==> config.mk <==
export PLATFORM = sky130hd
export DESIGN_NAME = ddsel_dist
export DESIGN_NICKNAME = d
export VERILOG_FILES = /design/src/rtl/ddsel_pkg.sv /design/src/rtl/ddsel_dist.sv
export SDC_FILE = /design/constraint.sdc
export NUM_CORES = 1
export LEC_CHECK = 0
export BUFFER_PORTS_ARGS = -buffer_cell sky130_fd_sc_hd__clkbuf_2
export CAP_MARGIN = 20
export CORE_MARGIN = 1.5
export CORE_UTILIZATION = 24
export DETAILED_ROUTE_END_ITERATION = 10
export PLACE_DENSITY = 0.58
export SLEW_MARGIN = 20
export SYNTH_ARGS = -nofsm -noshare
export SYNTH_HDL_FRONTEND = slang
export SYNTH_SLANG_ARGS = --single-unit
==> constraint.sdc <==
create_clock -name i_clk -period 17.1 [get_ports i_clk]
set_clock_uncertainty 0.1 [all_clocks]
set_input_delay 1.71 -clock i_clk [delete_from_list [all_inputs] [get_ports i_clk]]
set_output_delay 1.71 -clock i_clk [all_outputs]
set_load 0.03 [all_outputs]
==> src/rtl/ddsel_pkg.sv <==
// ----------------------------------------------------------------------------
// ddsel_pkg
// Shared types, constants and helper functions for the distinct descriptor
// select block.
// ----------------------------------------------------------------------------
package ddsel_pkg;

    // Default sizing of the descriptor set.
    localparam int MAX_OBS_DEF    = 32;
    localparam int DESC_WORDS_DEF = 4;

    // Fixed widths of the item fields.
    localparam int WORD_W   = 64;
    localparam int IN_WORDS = 4;
    localparam int PC_W     = 7;
    localparam int MEDIAN_W = 9;
    localparam int INDEX_W  = 5;

    typedef logic [WORD_W-1:0] t_word;

    // Control of the median ranking cells.
    typedef struct packed {
        logic clr;
        logic ins;
    } t_rank_ctl;

    // Number of set bits in one descriptor word.
    function automatic logic [PC_W-1:0] popcount64(input t_word v);
        logic [PC_W-1:0] c;
        c = '0;
        for (int b = 0; b < WORD_W; b++) begin
            c = c + PC_W'(v[b]);
        end
        return c;
    endfunction

endpackage

==> src/rtl/ddsel_dist.sv <==
// ----------------------------------------------------------------------------
// ddsel_dist
// Two-stage Hamming distance pipeline: per-word bit counts, then their sum.
// ----------------------------------------------------------------------------
module ddsel_dist #(
    parameter int DESC_WORDS = ddsel_pkg::DESC_WORDS_DEF,
    localparam int DW        = DESC_WORDS * ddsel_pkg::WORD_W,
    localparam int DIST_W    = $clog2(ddsel_pkg::WORD_W * DESC_WORDS + 1)
) (
    input  logic              i_clk,
    input  logic              i_rst_n,
    input  logic              i_valid,
    input  logic [DW-1:0]     i_a,
    input  logic [DW-1:0]     i_b,
    output logic              o_valid,
    output logic [DIST_W-1:0] o_dist,
    output logic              o_busy
);

    logic [ddsel_pkg::PC_W-1:0] n_pc [DESC_WORDS];
    logic [ddsel_pkg::PC_W-1:0] r_pc [DESC_WORDS];
    logic                       r_v1;
    logic [DIST_W-1:0]          n_sum;
    logic [DIST_W-1:0]          r_sum;
    logic                       r_v2;

    // Bit count of each word of the difference.
    always_comb begin
        for (int w = 0; w < DESC_WORDS; w++) begin
            n_pc[w] = ddsel_pkg::popcount64(i_a[w*ddsel_pkg::WORD_W +: ddsel_pkg::WORD_W] ^
                                            i_b[w*ddsel_pkg::WORD_W +: ddsel_pkg::WORD_W]);
        end
    end

    // Sum of the word counts.
    always_comb begin
        n_sum = '0;
        for (int w = 0; w < DESC_WORDS; w++) begin
            n_sum = n_sum + DIST_W'(r_pc[w]);
        end
    end

    // Stage valid flags.
    always_ff @(posedge i_clk) begin
        if (!i_rst_n) begin
            r_v1 <= 1'b0;
            r_v2 <= 1'b0;
        end else begin
            r_v1 <= i_valid;
            r_v2 <= r_v1;
        end
    end

    // Stage payloads.
    always_ff @(posedge i_clk) begin
        r_pc  <= n_pc;
        r_sum <= n_sum;
    end

    assign o_valid = r_v2;
    assign o_dist  = r_sum;
    assign o_busy  = r_v1 | r_v2;

endmodule

Yosys cells after proc, flatten, opt, wreduce, memory -nomap -nowiden
Cells that the tools add are included.
{"block": "totals", "rom_bits": 0, "reg_bits": 39, "elab_cells": 267, "output_inout_bits": 11, "inputBits": 515, "memories": 0, "mem_bits_rw": 0, "latchBits": 0}
{"block": "classes", "n_shift": 0, "n_div": 0, "muxes": 0, "n_reduce_logical": 0, "multipliers": 0, "addsub": 255, "order_cmp": 0, "bitwise_logic": 5, "n_eq_ne": 0}
{"cell": "7-bit by 1-bit adder with 7-bit output", "count": 228}
{"cell": "64-bit XOR", "count": 4}
{"cell": "6-bit by 1-bit adder with 7-bit output", "count": 4}
{"cell": "5-bit by 1-bit adder with 6-bit output", "count": 4}
{"cell": "4-bit by 1-bit adder with 5-bit output", "count": 4}
{"cell": "3-bit by 1-bit adder with 4-bit output", "count": 4}
{"cell": "2-bit by 1-bit adder with 3-bit output", "count": 4}
{"cell": "8-bit by 7-bit adder with 9-bit output", "count": 1}
{"cell": "9-bit by 7-bit adder with 9-bit output", "count": 1}
{"cell": "1-bit by 1-bit adder with 2-bit output", "count": 4}
{"cell": "7-bit by 7-bit adder with 8-bit output", "count": 1}
{"cell": "1-bit OR", "count": 1}

Depth between registers and ports, before layout
{"block": "depth", "depth_word": 64, "depth_mapped": 22, "mapped_depth_nobuf": 22}

Worst setup path before layout
OpenSTA, ideal clock, no wires.
{"block": "synth_path", "path_type": "input port to flip-flop", "start": "in i_a[45]", "end": "reg r_pc[27] (netlist bit)", "cell_stages": 20, "setup_slack_ns": 9.708, "t_arrival_ns": 7.175, "required_time_ns": 16.883, "cell_sequence": "xnor2_1 -> fa_1 -> inv_1 -> fa_1 -> inv_1 -> fa_1 -> fa_1 -> inv_1 -> fa_1 -> fa_1 -> inv_1 -> fa_1 -> inv_1 -> fa_1 -> ha_1 -> fa_1 -> a211oi_1 -> nor2_1 -> o21ai_0 -> nand2b_1"}
{"item": "from (decl)", "line_no": "ddsel_dist.sv:13", "source": "input logic [DW-1:0] i_a,"}
{"item": "to (signal assigned)", "line_no": "ddsel_dist.sv:56", "source": "r_pc <= n_pc;"}
{"item": "to (decl)", "line_no": "ddsel_dist.sv:21", "source": "logic [ddsel_pkg::PC_W-1:0] r_pc [DESC_WORDS];"}

==> results.yml <==
outcome:
  status: "finished, final reports clean"
synth:
  dominant_combinational_cell_family_by_area_after_synthesis: "adder cells"
  synth_seq_area_share_pct: 7.94
  post_synth_mux_area_share_pct: 0
  syn-num-nets: 1697
  synth_simple_gate_area_share_pct: 1.29
  syn_inst: 884
  synth_largest_type_area_fraction_pct: 46.8
  synth_area_in_compound_gates_pct: 3.63
  yosysWarningCount: 0
  synth.area.top_cells: "fa_1 47%, xor2_1 14%, xnor2_1 11%"
  synthXorXnorAreaFrac_pct: 24.1
  yosys.area_share.adder_pct: 55.5
  synth_seq_cells: 39
  avgSynthCellArea_um2: 11.1
  netlist.top_cell.by_area: "fa_1"
  post_synth_instance_area_um2: 9830
  netlist-cell-type-count: 26
clock_tree:
  cts.repair.resized: 0
  cts_inserted_buffers: 5
  cts_buffer_depth: 2
  clk-insertion-delay-late_ns: 0.28
  cts_tree: "built"
  total_number_of_h_tree_levels: 2
  cts_hold_buf: 0
  cts.root.buffer_cell: "clkbuf_16"
  tritoncts_num_sinks: 39
  clkSlewWorstSetupHoldPaths_ns: 0.06
  post-cts-setup-buffers: 0
timing:
  timing.setup.tns_ns: 0
  finalCritPeriodShare_pct: 44.3
  relSlewSlack_pct: 72.6
  hold_viol_final: 0
  tightestPinTransition_ns: 0.410
  report.final.setup_viol: 0
  post-route-min-period_ns: 7.58
  rsz_0062_raised_after_global_routing: "false"
  report.final.slew_viol_count: 0
  clock.fmax_mhz: 132
placement:
  gp_routability_congestion: 0.857
  hpwl_after_detailed_placement_mm: 26.2
  post_dp_cell_area_um2: 13100
  io_buffers: 525
critical_path:
  critical_path_launch_point_type: "input pin"
  critPathRequiredTime_ns: 17.20
  endpoint_kind_of_the_worst_setup_timing_path: "register"
  crit_fanout: 3
  timing.critical_path.arrival_ns: 7.68
  worst-setup-path-type: "in2reg"
global_routing:
  grt_overflow: 0
  maximum_number_of_pins_on_one_net_before_global_route_repair: 12
  antenna_found_initial: 0
  wire_length_of_the_first_global_routing_pass_mm: 40.7
  use_met3_pct: 1.25
  gr-usage-met2_pct: 23.0
  top_usage_layer: "met2"
  groute.usage.overall_pct: 12.4
  grt_pass1_vias: 8313
  grt_use_met1_pct: 15.9
min_path:
  hold_class: "reg2reg"
floorplanning:
  die-height_um: 205
  initial_utilization_pct: 24.5
  core.rowCount: 73
  design.portCount: 526
  fp.coreArea_um2: 40100
  die_area_um2: 42200
  die_x_um: 205
detailed_routing:
  count_of_unresolved_drc_violations_after_routing: 0
  finalWirelength_mm: 26.4
  vias: 7383
  drt_iter0_drc: 128
  route.antenna.remaining_nets: 0
  drt_pass1_iterations: 4
  vias_per_cell: 3.80
  routedWlPerCell_um: 13.6
cells_and_area:
  antenna_cells_inserted: 0
  n_fill_cell: 4158
  layout-drive-gt1-share_pct: 37.7
  final_cell_area_um2: 13300
  area_growth_syn_to_layout_pct: 35.0
  design.final.nets: 2229
  most-common-layout-cells: "525 x clkbuf_2, 230 x fa_1, 196 x inv_1"
  layout_commonest_cell: "clkbuf_2"
job:
  max_cap_violations: 0
cell usage after synthesis (all sizes together):
| master | instances |
|---|---|
| nand2b | 2 |
| o21ai | 12 |
| a211o | 1 |
| and2 | 2 |
| or2 | 1 |
| nor4 | 1 |
| and3 | 1 |
| a21o | 6 |
| a211oi | 8 |
| nor3 | 1 |
| inv | 197 |
| dfxtp | 39 |
| o21a | 3 |
| a311oi | 1 |
| nor2 | 10 |
| nand2 | 1 |
| xor2 | 153 |
| a311o | 1 |
| xnor2 | 118 |
| nor2b | 5 |
| fa | 230 |
| o21bai | 6 |
| o31a | 3 |
| a21oi | 14 |
| ha | 68 |
sequential cells by signal (all words and copies together), names as in the netlist:
signal / flops
r_pc: 28
o_dist: 9
o_valid: 1
r_v1: 1
worst paths after layout:
path                 start         to  slack, ns  depth (start not counted)
setup reg to reg   r_pc[1]  o_dist[7]      14.12                          9
setup / recovery  i_b[191]   r_pc[13]       9.52                         21
hold reg to reg       r_v1    o_valid       0.35                          1
hold / removal        r_v1    o_valid       0.35                          1
worst max-delay path, cell delays in order:
cell      delay, ns
clkbuf_2       0.09
xor2_1         0.36
fa_1           0.50
fa_1           0.54
inv_1          0.09
fa_1           0.49
fa_1           0.56
inv_1          0.06
fa_1           0.48
fa_1           0.54
inv_1          0.05
fa_1           0.50
fa_1           0.48
inv_1          0.07
ha_1           0.19
inv_1          0.07
fa_1           0.40
nor2b_1        0.16
o31a_1         0.16
nor2_1         0.04
o21bai_1       0.15
stage by stage:
stage          instances  util [%]  hold WS (ns)  setup WS, ns
3_3_place_gp        1934      32.7         0.332          9.29
3_5_place_dp        1934      32.7         0.344          9.20
6_report            1941      33.1         0.353          9.52
5_1_grt             1941      33.1         0.379          9.28
4_1_cts             1941      33.1         0.363          9.49
2_1_floorplan        884         -         0.321          9.71
logic make-up (layout without fill, tap and decap cells):
family                     count (synthesis)  after routing
and+or+nand+nor                           24             24
adders and majority gates                298            298
xor gates and xnor gates                 271            271
AOI/OAI and AO/OA                         55             55
DFF                                       39             39
buffers and inverters                    197            729
per-layer routing:
layer	vias up	wire length [µm]
li1	3656	-
met1	3498	11000
met2	213	14300
met3	16	951
met4	0	236
met5	-	0
cell type report:
type / instances / area [µm²] / area share (%)
clock buffer: 6 / 129 / 0.971
clock inverter: 1 / 30.0 / 0.226
timing repair buffer: 525 / 2630 / 19.8
inverter: 197 / 739 / 5.57
multi-input combinational: 648 / 8310 / 62.6
sequential: 39 / 781 / 5.88
tap: 525 / 657 / 4.95
Power is left out: the tool's default activity adds up to more than one toggle a clock period on the data nets, which glitch-free logic cannot reach.
